<file path="src/hdl/ope_pkg.sv">
// ----------------------------------------------------------------------------
// ope_pkg
// Shared types, token codes, precedence functions and saturation helper for
// the operator precedence evaluator.
// ----------------------------------------------------------------------------
package ope_pkg;

    localparam int VALUE_W             = 16;
    localparam int WIDE_W              = 2 * VALUE_W;
    localparam int KIND_W              = 5;
    localparam int MAX_MAG             = 32767;
    localparam int DEFAULT_STACK_DEPTH = 256;
    localparam int Q_DEPTH             = 4;

    typedef enum logic [KIND_W-1:0] {
        K_NONTERM = 5'd0,
        K_ADD     = 5'd1,
        K_SUB     = 5'd2,
        K_MUL     = 5'd3,
        K_DIV     = 5'd4,
        K_AND     = 5'd5,
        K_OR      = 5'd6,
        K_OPND    = 5'd7,
        K_LPAREN  = 5'd8,
        K_RPAREN  = 5'd9,
        K_END     = 5'd10,
        K_GT      = 5'd11,
        K_LT      = 5'd12,
        K_GE      = 5'd13,
        K_LE      = 5'd14,
        K_EQ      = 5'd15,
        K_NE      = 5'd16,
        K_NEG     = 5'd17,
        K_NOT     = 5'd18
    } t_kind;

    typedef enum logic [2:0] {
        ST_IDLE,
        ST_DECIDE,
        ST_REDUCE,
        ST_EVAL,
        ST_DIV,
        ST_EMIT
    } t_state;

    typedef struct packed {
        logic [KIND_W-1:0]         token_kind;
        logic signed [VALUE_W-1:0] token_value;
    } t_in_item;

    typedef struct packed {
        logic signed [VALUE_W-1:0] answer;
        logic                      overflow;
    } t_out_item;

    // classified token
    typedef struct packed {
        t_kind                     kind;
        logic signed [VALUE_W-1:0] value;
    } t_token;

    // stack entry; term is the topmost terminal at or below this entry
    typedef struct packed {
        t_kind                     kind;
        logic signed [VALUE_W-1:0] value;
        t_kind                     term;
    } t_entry;

    typedef struct packed {
        logic                      start;
        logic signed [VALUE_W-1:0] dividend;
        logic signed [VALUE_W-1:0] divisor;
    } t_div_req;

    typedef struct packed {
        logic                      done;
        logic signed [VALUE_W-1:0] quotient;
    } t_div_rsp;

    // stack-side precedence
    function automatic logic [KIND_W-1:0] prec_f(t_kind k);
        logic [KIND_W-1:0] p;
        case (k)
            K_ADD, K_SUB:                      p = 5'd11;
            K_MUL, K_DIV:                      p = 5'd13;
            K_AND:                             p = 5'd5;
            K_OR:                              p = 5'd3;
            K_OPND, K_RPAREN:                  p = 5'd16;
            K_GT, K_LT, K_GE, K_LE:            p = 5'd9;
            K_EQ, K_NE:                        p = 5'd7;
            K_NEG, K_NOT:                      p = 5'd14;
            default:                           p = 5'd0;
        endcase
        return p;
    endfunction

    // input-side precedence
    function automatic logic [KIND_W-1:0] prec_g(t_kind k);
        logic [KIND_W-1:0] p;
        case (k)
            K_ADD, K_SUB:                      p = 5'd10;
            K_MUL, K_DIV:                      p = 5'd12;
            K_AND:                             p = 5'd4;
            K_OR:                              p = 5'd2;
            K_OPND, K_LPAREN:                  p = 5'd17;
            K_GT, K_LT, K_GE, K_LE:            p = 5'd8;
            K_EQ, K_NE:                        p = 5'd6;
            K_NEG, K_NOT:                      p = 5'd15;
            default:                           p = 5'd0;
        endcase
        return p;
    endfunction

    function automatic logic signed [VALUE_W-1:0] sat_mag(logic signed [WIDE_W-1:0] v);
        logic signed [VALUE_W-1:0] r;
        if (v > MAX_MAG) begin
            r = VALUE_W'(MAX_MAG);
        end else if (v < -MAX_MAG) begin
            r = VALUE_W'(-MAX_MAG);
        end else begin
            r = VALUE_W'(v);
        end
        return r;
    endfunction

endpackage

</file>
<file path="src/hdl/ope_queue.sv">
// ----------------------------------------------------------------------------
// ope_queue
// Small token FIFO that decouples the input stage from the stack engine.
// ----------------------------------------------------------------------------
module ope_queue (
    input  logic            i_clk,
    input  logic            i_rst_n,
    input  logic            i_push,
    input  ope_pkg::t_token i_data,
    output logic            o_full,
    input  logic            i_pop,
    output logic            o_empty,
    output ope_pkg::t_token o_head
);

    localparam int PTR_W = $clog2(ope_pkg::Q_DEPTH);
    localparam int CNT_W = $clog2(ope_pkg::Q_DEPTH + 1);

    ope_pkg::t_token  r_mem [ope_pkg::Q_DEPTH];
    logic [PTR_W-1:0] r_wr;
    logic [PTR_W-1:0] r_rd;
    logic [CNT_W-1:0] r_cnt;
    logic [CNT_W-1:0] n_cnt;
    logic             do_push;
    logic             do_pop;

    assign o_full  = r_cnt == CNT_W'(ope_pkg::Q_DEPTH);
    assign o_empty = r_cnt == '0;
    assign do_push = i_push && !o_full;
    assign do_pop  = i_pop && !o_empty;
    assign o_head  = r_mem[r_rd];

    always_comb begin
        n_cnt = r_cnt;
        if (do_push && !do_pop) begin
            n_cnt = r_cnt + 1'b1;
        end else if (do_pop && !do_push) begin
            n_cnt = r_cnt - 1'b1;
        end
    end

    always_ff @(posedge i_clk) begin
        if (!i_rst_n) begin
            r_wr  <= '0;
            r_rd  <= '0;
            r_cnt <= '0;
        end else begin
            r_cnt <= n_cnt;
            if (do_push) begin
                r_wr <= (r_wr == PTR_W'(ope_pkg::Q_DEPTH - 1)) ? '0 : r_wr + 1'b1;
            end
            if (do_pop) begin
                r_rd <= (r_rd == PTR_W'(ope_pkg::Q_DEPTH - 1)) ? '0 : r_rd + 1'b1;
            end
        end
    end

    always_ff @(posedge i_clk) begin
        if (do_push) begin
            r_mem[r_wr] <= i_data;
        end
    end

endmodule

</file>
<file path="config.mk">
export PLATFORM = sky130hd
export DESIGN_NAME = ope_queue
export DESIGN_NICKNAME = d
export VERILOG_FILES = /design/src/hdl/ope_pkg.sv /design/src/hdl/ope_queue.sv
export SDC_FILE = /design/constraint.sdc
export NUM_CORES = 1
export LEC_CHECK = 0
export BUFFER_PORTS_ARGS = -buffer_cell sky130_fd_sc_hd__clkbuf_2
export CAP_MARGIN = 20
export CORE_MARGIN = 4
export CORE_UTILIZATION = 51
export DETAILED_ROUTE_END_ITERATION = 7
export HOLD_SLACK_MARGIN = 0.08
export PLACE_DENSITY = 0.76
export SYNTH_ARGS = -nofsm -noshare
export SYNTH_HDL_FRONTEND = slang
export SYNTH_SLANG_ARGS = --single-unit
</file>
<file path="constraint.sdc">
create_clock -name i_clk -period 2.3 [get_ports i_clk]
set_clock_uncertainty 0.1 [all_clocks]
set_input_delay 0.345 -clock i_clk [delete_from_list [all_inputs] [get_ports i_clk]]
set_output_delay 0.345 -clock i_clk [all_outputs]
set_load 0.02 [all_outputs]
</file>
==> reports/results.tsv <==
stage	metric	value	unit
yosys	Distinct cells, synth	24	
die	Core Region	0.00676	sq mm
worst_setup_path	CP startpoint kind	flip-flop	
worst_setup_path	critical path data required time	2.48	ns
job	Max-Cap Viols	0	
final_layout	P&R area growth vs syn	17.9	%
final_layout	fraction of layout cells with a size suffix above 1	42.5	%
run_status	status	finished clean	
final_layout	final core occ	61.6	%
cts	CTS Buf Count	9	
place	IO buf count	47	
global_routing	all-layer global routing usage	14.4	%
cts	clock sinks	93	
hold_path	hold path cells	1	
final_layout	Antenna Cells	0	
cts	Clock Latency Late Sink	0.35	ns
timing	Worst slew margin	79.7	%
power_and_ir_drop	clock power share	25.7	%
power_and_ir_drop	Leak Pwr	1.49	nW
power_and_ir_drop	Internal Dissipation	3.23	mW
hold_path	WHS Endpoint	r_mem[1][1]$_DFFE_PP_	
routing	routed vias/inst	5.27	
place	placed cell areas	0.00393	sq mm
yosys	syn nets	192	
die	Initial Utilization	52.3	%
global_routing	vias in the first global route	1763	
yosys	Seq/Total Area, Yosys	76.5	%
power_and_ir_drop	sequential share of power	47.5	%
timing	Period Utilization, post-route	95.2	%
routing	DR DRC count	0	
die	height of the chip	91.2	um
yosys	top-area cell type share of the netlist area	71.4	%
die	Top Ports	48	
yosys	Synth Instances	160	
worst_setup_path	Crit-path slowest cell	or3_2	
global_routing	total congestion overflow	0	
worst_setup_path	critical setup path kind	flip-flop to flip-flop	
timing	Slew Limit Fails	0	
yosys	synthesized cell area	0.00353	sq mm
routing	Antenna Nets Post-Route	0	
power_and_ir_drop	total power	4.53	mW
worst_setup_path	flop-to-flop setup slack	0.11	ns
worst_setup_path	Worst path top cell family by delay	simple AND/OR/NAND/NOR gates	
routing	DR WL/cell	17.5	um
worst_setup_path	CP Capture Type	flip-flop	
global_routing	antenna violations before repair	0	
power_and_ir_drop	PwrDens	1090	mW/mm^2
worst_setup_path	FF-to-FF Start	r_cnt[2]$_SDFFE_PN0P_	
timing	RSZ-0062 raised after global routing	no	
worst_setup_path	crit-path max FO	5	
worst_setup_path	reg2reg path depth	8	
routing	First-pass DRT Iterations	4	
timing	final setup vio count	0	
power_and_ir_drop	Peak VDD IR	0.000498	V
worst_setup_path	Critical Path AT	2.37	ns
timing	Final min period	2.19	ns
routing	DRT iter0 DRCs	85	
worst_setup_path	CP Cell Sequence	nor3b_2 -> nor2b_2 -> ha_2 -> inv_1 -> fa_1 -> xor2_1 -> or3_2 -> a21boi_0	
power_and_ir_drop	combinational power share	26.8	%
cts	CTS tree	built	
timing	Hold WS	0.102	ns
die	row cnt	30	
die	Die ar.	0.00832	sq mm
place	GP Congestion	0.692	
yosys	dominant cell type by area after synthesis	edfxtp_1	
cts	Clock Tree Buf Depth	2	
worst_setup_path	CP bufs+invs	1	
global_routing	pin count of the biggest net entering global routing	22	
yosys	Synth area leaders	edfxtp_1 71%, mux4_2 9.6%, dfxtp_1 5.1%	
hold_path	hold path start	i_data[1]	
worst_setup_path	R2R Path End	r_cnt[2]$_SDFFE_PN0P_	
place	HPWL Detailed	3.67	mm
power_and_ir_drop	Sw Ratio	28.7	%
global_routing	first-pass GRT wire length	8.93	mm
timing	Hold Violations, Final	0	
worst_setup_path	worst stage delay on the critical path	0.40	ns
cts	setup bufs post-CTS	0	
power_and_ir_drop	sw power	1.30	mW
hold_path	Min-Delay Path Class	primary input to flip-flop	
routing	via count	1624	
cts	CTS Hold Buffers Added	0	
final_layout	Final #Nets	255	
cts	clk root buf	clkbuf_8	
timing	Least-Margin Pin Slew	0.305	ns
cts	Worst-path clk slew	0.09	ns
routing	final wirelength	5.38	mm
yosys	synthesis-stage register bit count	93	
yosys	Ys Warns	0	
final_layout	fin area	0.00416	sq mm
timing	Fmax	0.456	GHz
worst_setup_path	WP depth	8	
die	Die X	91.2	um
cts	H-tree depth	3	
yosys	Syn Area/Cell	22.1	sq um
final_layout	fillers	492	
layer usage:
metal / vias to the layer above / GRT usage (%) / wire, um
met5: - / 0 / 0
met4: 0 / 7.04 / 106
met3: 9 / 5.39 / 306
met2: 37 / 23.2 / 2760
met1: 804 / 17.2 / 2210
li1: 774 / - / -
cell usage in the layout, fill, tap and decap left out, drive strengths merged, types with 3 or more instances in the layout:
cell	Yosys	layout
and2	5	5
buf	5	11
clkbuf	1	56
clkinv	0	3
dfxtp	9	9
edfxtp	84	84
ha	6	6
inv	3	5
mux2i	3	3
mux4	21	21
nand2	6	6
o21ai	3	3
synth_stat cells (all sizes together):
| master | n |
|---|---|
| edfxtp | 84 |
| mux4 | 21 |
| dfxtp | 9 |
| ha | 6 |
| nand2 | 6 |
| and2 | 5 |
| buf | 5 |
| inv | 3 |
| mux2i | 3 |
| o21ai | 3 |
| nand3 | 2 |
| nor2 | 2 |
| nor2b | 2 |
| a21boi | 1 |
| clkbuf | 1 |
| fa | 1 |
| nor3 | 1 |
| nor3b | 1 |
| o31ai | 1 |
| or3 | 1 |
| xnor2 | 1 |
| xor2 | 1 |
registers in the layout, summed over array words and instances, names as in the netlist, named ones only:
name	count
r_mem	84
r_wr	2
r_rd	2
r_cnt	3
cell families (layout without fill, tap and decap cells):
group	Yosys count	after routing	synth area share [%]
flops	93	93	76.5
mux	24	24	14.9
simple gates	20	20	3.08
buf+inv	9	77	1.49
fa+ha+maj	7	7	2.69
compound gates	5	5	0.850
xor+xnor	2	2	0.496
stage by stage:
step	setup WS [ns]	setup TNS (ns)	instances
6_report	0.109	0	308
5_1_grt	0.0117	0	308
4_1_cts	0.0336	0	308
3_5_place_dp	-0.0103	-0.0103	292
3_3_place_gp	0.110	0	292
2_1_floorplan	0.00919	0	160
worst register-to-register path, cell delays in order, from the launching register on:
cell and delay (ns):
dfxtp_2 0.35, nor3b_2 0.17, nor2b_2 0.14, ha_2 0.20, inv_1 0.05, fa_1 0.37
xor2_1 0.18, or3_2 0.40, a21boi_0 0.16
power by group through the flow:
stage | Sequential, mW | Clock [mW] | Combinational, mW
detailed placement | 2.18 | 0 | 1.23
finish | 2.15 | 1.16 | 1.21
global route | 2.17 | 1.27 | 1.32
CTS | 2.15 | 1.19 | 1.24
floorplan | 2.17 | 0 | 0.858
global placement | 2.17 | 0 | 1.21
final cells by class:
cell class | instances | area, sq um | area share [%]
inverter | 3 | 11.3 | 0.270
clock buffer | 9 | 124 | 2.97
sequential | 93 | 2710 | 65.0
multi-input combinational | 58 | 796 | 19.1
tap | 80 | 100 | 2.40
clock inverter | 7 | 96.3 | 2.31
timing repair buffer | 58 | 330 | 7.93
repair_timing:
item | CTS | global route
resized for setup | 2 | 4
pin swaps | 1 | 0
setup endpoints to repair | 1 | 1
worst max path at each step:
stage	slack, ns	from	endpoint
2_1_floorplan	0.009	r_cnt[0]$_SDFFE_PN0P_	r_cnt[2]$_SDFFE_PN0P_
3_3_place_gp	0.11	r_cnt[0]$_SDFFE_PN0P_	r_cnt[2]$_SDFFE_PN0P_
3_5_place_dp	-0.01	r_cnt[1]$_SDFFE_PN0P_	r_cnt[2]$_SDFFE_PN0P_
4_1_cts	0.03	r_cnt[2]$_SDFFE_PN0P_	r_cnt[2]$_SDFFE_PN0P_
5_1_grt	0.01	r_cnt[2]$_SDFFE_PN0P_	r_cnt[2]$_SDFFE_PN0P_
6_report	0.11	r_cnt[2]$_SDFFE_PN0P_	r_cnt[2]$_SDFFE_PN0P_
(Power assumes the default switching activity.)
