===== config.mk =====
export PLATFORM = sky130hd
export DESIGN_NAME = ope_front
export DESIGN_NICKNAME = d
export VERILOG_FILES = /design/src/hdl/ope_pkg.sv /design/src/hdl/ope_front.sv
export SDC_FILE = /design/constraint.sdc
export NUM_CORES = 1
export LEC_CHECK = 0
export BUFFER_PORTS_ARGS = -buffer_cell sky130_fd_sc_hd__buf_2
export CAP_MARGIN = 25
export CORE_MARGIN = 2
export CORE_UTILIZATION = 39
export DETAILED_ROUTE_END_ITERATION = 10
export MAX_ROUTING_LAYER = met4
export PLACE_DENSITY = 0.82
export SLEW_MARGIN = 10
export SYNTH_ARGS = -nofsm -noshare
export SYNTH_HDL_FRONTEND = slang
export SYNTH_SLANG_ARGS = --single-unit

===== constraint.sdc =====
create_clock -name i_clk -period 3 [get_ports i_clk]
set_clock_uncertainty 0.2 [all_clocks]
set_input_delay 0.6 -clock i_clk [delete_from_list [all_inputs] [get_ports i_clk]]
set_output_delay 0.6 -clock i_clk [all_outputs]
set_load 0.03 [all_outputs]

===== src/hdl/ope_pkg.sv =====
// ----------------------------------------------------------------------------
// ope_pkg
// Shared types, token codes, precedence functions and saturation helper for
// the operator precedence evaluator.
// ----------------------------------------------------------------------------
package ope_pkg;

    localparam int VALUE_W             = 16;
    localparam int WIDE_W              = 2 * VALUE_W;
    localparam int KIND_W              = 5;
    localparam int MAX_MAG             = 32767;
    localparam int DEFAULT_STACK_DEPTH = 256;
    localparam int Q_DEPTH             = 4;

    typedef enum logic [KIND_W-1:0] {
        K_NONTERM = 5'd0,
        K_ADD     = 5'd1,
        K_SUB     = 5'd2,
        K_MUL     = 5'd3,
        K_DIV     = 5'd4,
        K_AND     = 5'd5,
        K_OR      = 5'd6,
        K_OPND    = 5'd7,
        K_LPAREN  = 5'd8,
        K_RPAREN  = 5'd9,
        K_END     = 5'd10,
        K_GT      = 5'd11,
        K_LT      = 5'd12,
        K_GE      = 5'd13,
        K_LE      = 5'd14,
        K_EQ      = 5'd15,
        K_NE      = 5'd16,
        K_NEG     = 5'd17,
        K_NOT     = 5'd18
    } t_kind;

    typedef enum logic [2:0] {
        ST_IDLE,
        ST_DECIDE,
        ST_REDUCE,
        ST_EVAL,
        ST_DIV,
        ST_EMIT
    } t_state;

    typedef struct packed {
        logic [KIND_W-1:0]         token_kind;
        logic signed [VALUE_W-1:0] token_value;
    } t_in_item;

    typedef struct packed {
        logic signed [VALUE_W-1:0] answer;
        logic                      overflow;
    } t_out_item;

    // classified token
    typedef struct packed {
        t_kind                     kind;
        logic signed [VALUE_W-1:0] value;
    } t_token;

    // stack entry; term is the topmost terminal at or below this entry
    typedef struct packed {
        t_kind                     kind;
        logic signed [VALUE_W-1:0] value;
        t_kind                     term;
    } t_entry;

    typedef struct packed {
        logic                      start;
        logic signed [VALUE_W-1:0] dividend;
        logic signed [VALUE_W-1:0] divisor;
    } t_div_req;

    typedef struct packed {
        logic                      done;
        logic signed [VALUE_W-1:0] quotient;
    } t_div_rsp;

    // stack-side precedence
    function automatic logic [KIND_W-1:0] prec_f(t_kind k);
        logic [KIND_W-1:0] p;
        case (k)
            K_ADD, K_SUB:                      p = 5'd11;
            K_MUL, K_DIV:                      p = 5'd13;
            K_AND:                             p = 5'd5;
            K_OR:                              p = 5'd3;
            K_OPND, K_RPAREN:                  p = 5'd16;
            K_GT, K_LT, K_GE, K_LE:            p = 5'd9;
            K_EQ, K_NE:                        p = 5'd7;
            K_NEG, K_NOT:                      p = 5'd14;
            default:                           p = 5'd0;
        endcase
        return p;
    endfunction

    // input-side precedence
    function automatic logic [KIND_W-1:0] prec_g(t_kind k);
        logic [KIND_W-1:0] p;
        case (k)
            K_ADD, K_SUB:                      p = 5'd10;
            K_MUL, K_DIV:                      p = 5'd12;
            K_AND:                             p = 5'd4;
            K_OR:                              p = 5'd2;
            K_OPND, K_LPAREN:                  p = 5'd17;
            K_GT, K_LT, K_GE, K_LE:            p = 5'd8;
            K_EQ, K_NE:                        p = 5'd6;
            K_NEG, K_NOT:                      p = 5'd15;
            default:                           p = 5'd0;
        endcase
        return p;
    endfunction

    function automatic logic signed [VALUE_W-1:0] sat_mag(logic signed [WIDE_W-1:0] v);
        logic signed [VALUE_W-1:0] r;
        if (v > MAX_MAG) begin
            r = VALUE_W'(MAX_MAG);
        end else if (v < -MAX_MAG) begin
            r = VALUE_W'(-MAX_MAG);
        end else begin
            r = VALUE_W'(v);
        end
        return r;
    endfunction

endpackage


===== src/hdl/ope_front.sv =====
// ----------------------------------------------------------------------------
// ope_front
// Input stage: accepts tokens, drops undefined kinds, clamps operand values
// and zeroes the value of operator tokens, then hands them to the queue.
// ----------------------------------------------------------------------------
module ope_front (
    input  logic              i_clk,
    input  logic              i_rst_n,
    input  logic              i_in_valid,
    output logic              o_in_stall,
    input  ope_pkg::t_in_item i_in,
    input  logic              i_q_full,
    output logic              o_push,
    output ope_pkg::t_token   o_tok
);

    logic            r_valid;
    logic            n_valid;
    ope_pkg::t_token r_tok;
    ope_pkg::t_token n_tok;
    logic            accept;
    logic            kind_ok;

    assign o_in_stall = r_valid && i_q_full;
    assign accept     = i_in_valid && !o_in_stall;
    assign kind_ok    = (i_in.token_kind != ope_pkg::K_NONTERM) &&
                        (i_in.token_kind <= ope_pkg::K_NOT);

    always_comb begin
        n_tok.kind  = ope_pkg::t_kind'(i_in.token_kind);
        n_tok.value = '0;
        if (i_in.token_kind == ope_pkg::K_OPND) begin
            if (i_in.token_value < -ope_pkg::MAX_MAG) begin
                n_tok.value = ope_pkg::VALUE_W'(-ope_pkg::MAX_MAG);
            end else begin
                n_tok.value = i_in.token_value;
            end
        end
    end

    // hold while the queue is full, otherwise drain and refill
    always_comb begin
        n_valid = r_valid && i_q_full;
        if (accept && kind_ok) begin
            n_valid = 1'b1;
        end
    end

    always_ff @(posedge i_clk) begin
        if (!i_rst_n) begin
            r_valid <= 1'b0;
        end else begin
            r_valid <= n_valid;
        end
    end

    always_ff @(posedge i_clk) begin
        if (accept && kind_ok) begin
            r_tok <= n_tok;
        end
    end

    assign o_push = r_valid;
    assign o_tok  = r_tok;

endmodule


==> results by group, run 1 <==
Status
  – Outcome: finished, final reports clean

Clock network
  – Setup Fix Bufs, Post-CTS: 0
  – Root buf cell: clkbuf_4
  – H-tree levels: 1
  – Post-CTS sizing: 0
  – CTS tree: built
  – Total CTS buffers: 3
  – Max Root-Sink Buffers: 2
  – Clk pin slew, worst setup/hold paths: 110 ps
  – Clk Latency, worst-skew pair: between 200 and 300 ps
  – Clock Sinks: 22
  – Hold buffer count at cts: 0

Logic synthesis
  – Number of flops mapped to enable cells by yosys: 21
  – Largest cells by area after synthesis: edfxtp_1, and2_1, dfxtp_1
  – Ys flop type: edfxtp_1
  – Distinct cells, synth: 19
  – Ys async rst share: 0%
  – Cells after synthesis: 58
  – FF+latch count, synth: 22
  – Most numerous cell in the Yosys netlist: edfxtp_1
  – Seq/Total Area, Yosys: roughly 73%
  – Largest area contributor in the netlist: edfxtp_1
  – Top post-synthesis cells by count: edfxtp_1, and2_1, nor2_1, nor4_1
  – Top cell type's share of synthesized area: a little over two thirds
  – Avg Cell Area, Syn: around 15 um2
  – Syn_nets: 84
  – Cell area after synthesis: 893.4 um2
  – Synth warn: 0

Timing
  – Crit share post-route: 73.49%
  – Final Hold Vio Count: 0
  – RSZ-0062 raised after global routing: false
  – Max Fclk: 453.6 MHz
  – Final min period: 2205 ps
  – Setup TNS Final: 0 ps
  – Final Setup Violations: 0
  – Relative slew slack: about 34%
  – Worst Tran Pin Value: 986.2 ps
  – Post-layout worst setup margin: 795.3 ps
  – Pins Over Slew Limit: 0

Die
  – Core Area: 2191 um2
  – Die height: 51.86 um
  – Io pins: 48
  – Core Rows: 17
  – Die area: roughly 2700 um2
  – Die width: slightly above 50 um
  – Effective utilization at floorplan: between 40% and 50%

Power
  – Leak: ~0.00050 uW
  – Max IR drop VDD: 0.0002390 V
  – Pwr Density: 493.9 nW/um2

Detailed routing
  – DRT Pass-1 Iters: 4
  – Initial DRC count: 12
  – Antenna-violating nets left: 0
  – Vias per cell: 4.772
  – WL final: approximately 1.7 mm
  – # DRC: 0
  – Vias: between 600 and 700
  – Routed WL per cell: 12.43 um

Cells and area
  – Layout cells sized above 1: about half
  – # nets final: 135
  – Syn-to-layout area delta: 34.03%
  – Antenna cell count: 0

Worst setup path
  – Worst setup path end: o_tok[10]$_SDFFCE_PP0P_
  – Type of the worst setup path: input pin to register
  – Crit path max fanout: 21
  – Critical path endpoint category: register
  – Critical Path Start Type: input pin
  – Worst r2r src: o_push$_SDFF_PN0_
  – Worst R2R Path Depth: 2
  – WP data required: 2730 ps
  – Setup crit start: i_in[17]
  – Worst reg2reg setup slack: 1130 ps
  – CP arrival: 1940 ps
  – Worst r2r dst: o_tok[10]$_SDFFCE_PP0P_

Hold path
  – Worst min-delay path category: input pin to register

Global route
  – Vias in the first global route: between 500 and 600
  – Largest net degree at the start of global routing: 22
  – GRT Util Overall: 13.49%
  – Total gr overflow: 0
  – First-pass GRT wire length: 2.587 mm
  – Initial antenna violation count: 0

Flow run
  – Maxcap violations: 0

Placement
  – Port buffer count: 47
  – Post-DP HPWL: roughly 1.3 mm
  – Gpl congestion: ~0.67
  – Pre-CTS worst setup slack: 454.2 ps
## placed cells by master (no fill, tap or decap)
master | Yosys | routed
nor4_1 | 3 | 3
buf_2 | 1 | 47
o21ai_2 | 1 | 1
a21bo_2 | 1 | 1
o2bb2ai_1 | 1 | 1
nor3_1 | 1 | 1
nand3_1 | 1 | 1
clkbuf_1 | 0 | 1
and2_2 | 1 | 1
dfxtp_1 | 1 | 1
and4b_1 | 1 | 1
nor2_1 | 4 | 4
clkbuf_4 | 0 | 3
or4_4 | 1 | 1
ha_1 | 1 | 1
edfxtp_1 | 21 | 21
a41o_1 | 1 | 1
inv_1 | 1 | 1
and2_1 | 15 | 15
a211o_2 | 1 | 1
a211oi_4 | 0 | 1
## routing by layer
layer / track usage [%] / vias up / wire length, um
met5: - / - / 0
met1: 16.70 / 292 / 671
li1: - / 320 / -
met2: 22.78 / 35 / 861
met4: 3.947 / 0 / 7
met3: 2.299 / 2 / 150
## registers in the layout, summed over array words and instances (netlist names)
signal and cells:
o_tok 21, o_push 1
## how the worst min path moves through the flow
stage	from	endpoint	cells past startpoint
3_3_place_gp	o_push$_SDFF_PN0_	o_push$_SDFF_PN0_	2
3_5_place_dp	o_push$_SDFF_PN0_	o_push$_SDFF_PN0_	2
2_1_floorplan	i_in[16]	o_tok[16]$_DFFE_PP_	0
4_1_cts	i_in[16]	o_tok[16]$_DFFE_PP_	1
6_report	i_rst_n	o_push$_SDFF_PN0_	2
5_1_grt	i_in[17]	o_tok[17]$_DFFE_PP_	1
## cells by family after synthesis
kind of cell    synth area share (%)
fa+ha+maj                      1.400
compound gates                 6.163
flops                          72.83
simple gates                   18.63
buf+inv                       0.9795
## worst max-delay path, cell delays in order
cell	delay (ps)
buf_2	120
a211o_2	360
a211oi_4	850
## power by group
group          internal (uW)  switching, uW
clock                   51.7           82.2
combinational           31.6           66.8
sequential               355           4.08
total                    438            153
## final cells by class
class,instances,area [um2]
fill,200,993.5
sequential,22,650.6
multi-input combinational,34,246.5
timing repair buffer,47,235.2
tap,28,35.03
clock buffer,4,26.28
inverter,1,3.754
## through the flow
stage / std cells / hold WS, ps / area [um2] / total power (uW) / util [%]
after floorplan: 58 / 498.9 / 898.4 / 423.1 / -
after global placement: 132 / 469.4 / 1171 / 463.6 / 53.46
after detailed placement: 132 / 478.2 / 1171 / 465.6 / 53.46
after CTS: 136 / 315.8 / 1197 / 594.4 / 54.65
after global routing: 136 / 301.0 / 1197 / 618.1 / 54.65
final: 136 / 324.2 / 1197 / 591.4 / 54.65
Note: power is estimated with default switching activity, not from simulation.
==> run 2: changes to the inputs <==
==> constraint.sdc (replaced) <==
create_clock -name i_clk -period 1.8 [get_ports i_clk]
set_clock_uncertainty 0.2 [all_clocks]
set_input_delay 0.36 -clock i_clk [delete_from_list [all_inputs] [get_ports i_clk]]
set_output_delay 0.36 -clock i_clk [all_outputs]
set_load 0.03 [all_outputs]
==> run 2 against run 1 <==
Net effect:
- combinational power grew 99%
- largest power group unchanged
- hold slack worse by 260 ps
- non-clock buffer count is 9 higher
- design area increased by 14%
- flip-flop and latch count unchanged
- critical path type unchanged
- highest routed layer unchanged
==> results by group, run 2 (synthesized netlist as in run 1, its figures left out) <==
Placement
  – Gpl congestion: 0.7661 (was 0.6699)
  – Post-DP HPWL: 1.420 mm (was 1.335 mm)
  – Post-Place Cells: 141 (was 132)
  – Port buffer count: 47 (unchanged)

Worst setup path
  – Worst reg2reg setup slack: 260 ps (was 1130 ps)
  – WP data required: 1650 ps (was 2730 ps)
  – CP arrival: 1580 ps (was 1940 ps)
  – Cells along the critical path: buf_2 -> buf_4 -> or4_4 -> o21ai_2 -> a211oi_4 (was buf_2 -> a211o_2 -> a211oi_4)
  – Top delay family on crit path: simple AND/OR/NAND/NOR gates (was compound AO/OA/AOI/OAI gates)
  – Worst r2r src: o_push$_SDFF_PN0_ (unchanged)
  – Critical path endpoint category: register (unchanged)
  – Levels on crit path: 5 (was 3)
  – Critical Path Start Type: input pin (unchanged)
  – Peak per-stage delay on the critical path: 530 ps (was 850 ps)
  – Worst R2R Path Depth: 2 (unchanged)
  – Worst setup path end: o_tok[4]$_SDFFCE_PP0P_ (was o_tok[10]$_SDFFCE_PP0P_)
  – Type of the worst setup path: input pin to register (unchanged)
  – Setup crit start: i_in[16] (was i_in[17])
  – Crit path max fanout: 11 (was 21)
  – WP buf/inv: 2 (was 1)
  – Slowest stage cell, crit path: or4_4 (was a211oi_4)
  – Worst r2r dst: o_tok[4]$_SDFFCE_PP0P_ (was o_tok[10]$_SDFFCE_PP0P_)

Clock network
  – Max Root-Sink Buffers: 2 (unchanged)
  – Total CTS buffers: 3 (unchanged)
  – Setup Fix Bufs, Post-CTS: 0 (unchanged)
  – CTS tree: built (unchanged)
  – Clk Latency, worst-skew pair: 300 ps (was 290 ps)
  – Root buf cell: clkbuf_4 (unchanged)
  – Clk pin slew, worst setup/hold paths: 120 ps (was 110 ps)
  – Clock Sinks: 22 (unchanged)
  – H-tree levels: 1 (unchanged)

Timing
  – RSZ-0062 raised after global routing: true (was false)
  – Final Hold Vio Count: 0 (unchanged)
  – Pins Over Slew Limit: 0 (unchanged)
  – Final min period: 1733 ps
  – Worst Tran Pin Value: 586.7 ps (was 986.2 ps)
  – Final Setup Violations: 0 (unchanged)
  – Setup TNS Final: 0 ps (unchanged)
  – Crit share post-route: 96.27%
  – Max Fclk: 577.1 MHz
  – Relative slew slack: 60.76% (was 34.04%)

Die
  – Effective utilization at floorplan: 40.78% (unchanged)
  – Core Area: 2191 um2 (unchanged)
  – Core Rows: 17 (unchanged)
  – Die area: 2689 um2 (unchanged)
  – Die height: 51.86 um (unchanged)
  – Die width: 51.86 um (unchanged)
  – Io pins: 48 (unchanged)

Power
  – Pwr Density: 854.4 nW/um2 (was 493.9 nW/um2)
  – Leak: 0.0005708 uW (was 0.0005011 uW)
  – Max IR drop VDD: 0.0004502 V (was 0.0002390 V)

Cells and area
  – # nets final: 145 (was 135)
  – Layout Utilization: 62.25% (was 54.65%)
  – Non-Filler Instances: 146 (was 136)
  – Layout cells sized above 1: 61.02% (was 51.85%)
  – Fill cell count: 161 (was 200)
  – Antenna cell count: 0 (unchanged)
  – Syn-to-layout area delta: 52.66% (was 34.03%)
  – Commonest non-fill, non-tap cell in the layout: buf_2 (unchanged)
  – Max reg flops: 21 (unchanged)
  – Most frequent cells in the layout: buf_2, edfxtp_1, and2_1 (unchanged)

Detailed routing
  – Vias: 710 (was 649)
  – Antenna-violating nets left: 0 (unchanged)
  – Routed WL per cell: 12.67 um (was 12.43 um)
  – WL final: 1.850 mm (was 1.690 mm)
  – # DRC: 0 (unchanged)
  – Vias per cell: 4.863 (was 4.772)
  – Initial DRC count: 16 (was 12)
  – DRT Pass-1 Iters: 4 (unchanged)

Global route
  – First-pass GRT wire length: 2.904 mm (was 2.587 mm)
  – GRT Util Overall: 15.91% (was 13.49%)
  – Vias in the first global route: 643 (was 574)
  – Total gr overflow: 0 (unchanged)
  – Largest net degree at the start of global routing: 15 (was 22)
  – Initial antenna violation count: 0 (unchanged)

Hold path
  – Min-delay src: i_rst_n (unchanged)
  – Worst min-delay path category: input pin to register (unchanged)

Flow run
  – Maxcap violations: 0 (unchanged)

Status
  – Outcome: finished, final reports clean (unchanged)
==> run 2: cell count changes in the layout (fill, tap and decap cells not counted) <==
| cell | previous run | this run |
|---|---|---|
| buf_6 | 0 | 1 |
| buf_4 | 0 | 8 |
| clkbuf_1 | 1 | 0 |
| and2_1 | 15 | 13 |
| nor4_1 | 3 | 0 |
| a211o_2 | 1 | 0 |
| a211oi_4 | 1 | 2 |
| bufinv_16 | 0 | 1 |
| nor4_4 | 0 | 2 |
| nor4_2 | 0 | 1 |
| a211o_4 | 0 | 1 |
| and2_4 | 0 | 2 |
==> run 2: how the worst min path moves through the flow <==
| stage | to | slack, ps | cells after the start |
|---|---|---|---|
| final | o_push$_SDFF_PN0_ | 60 | 2 |
| after detailed placement | o_push$_SDFF_PN0_ | 380 | 2 |
| after CTS | o_push$_SDFF_PN0_ | 50 | 2 |
| after global placement | o_push$_SDFF_PN0_ | 380 | 2 |
| after global routing | o_push$_SDFF_PN0_ | 50 | 2 |
| after floorplan | o_tok[16]$_DFFE_PP_ | 260 | 0 |
==> run 2: timing repair <==
item | in CTS | in global routing
setup endpoints to repair | 21 | 22
resized for setup | 0 | 4
hold buffers | 0 | 0
gates cloned | 1 | 0
pin swaps | 1 | 1
==> run 2: through the flow <==
step | hold slack [ps] | setup slack [ps] | instance area [um2] | power, uW
final | 59.94 | 67.11 | 1364 | 1165
after global routing | 47.88 | -4.516 | 1364 | 1205
after CTS | 53.56 | 17.74 | 1349 | 1172
after detailed placement | 381.7 | -443.7 | 1284 | 798.7
after global placement | 380.1 | -408.2 | 1284 | 794.5
after floorplan | 258.9 | -153.8 | 950.9 | 710.4
==> run 2: layout make-up <==
type	instances	area (um2)	area share (%)
multi-input cells	35	315.3	23.12
inverters	1	3.754	0.2752
well taps	28	35.03	2.569
clock buffers	3	22.52	1.651
clock inverters	1	30.03	2.202
flip-flops and latches	22	650.6	47.71
repair buffers	56	306.5	22.48
==> run 2: layer usage <==
layer / share of wire (%) / global-route usage (%)
met3: 6.4 / 1.724
met4: 2.4 / 10.53
met5: 0 / -
met2: 51 / 25.53
met1: 40 / 19.00
==> run 2: report_power, final <==
part	switching [uW]	total [uW]	internal, uW
registers	6.40	598	591
logic	126	196	70.1
clock network	147	372	225
total	279	1170	886
==> run 2: worst register-to-register path, cell delays in order, from the launching register on <==
cell and delay (ps):
dfxtp_1 330, and2_4 180, a211oi_4 480
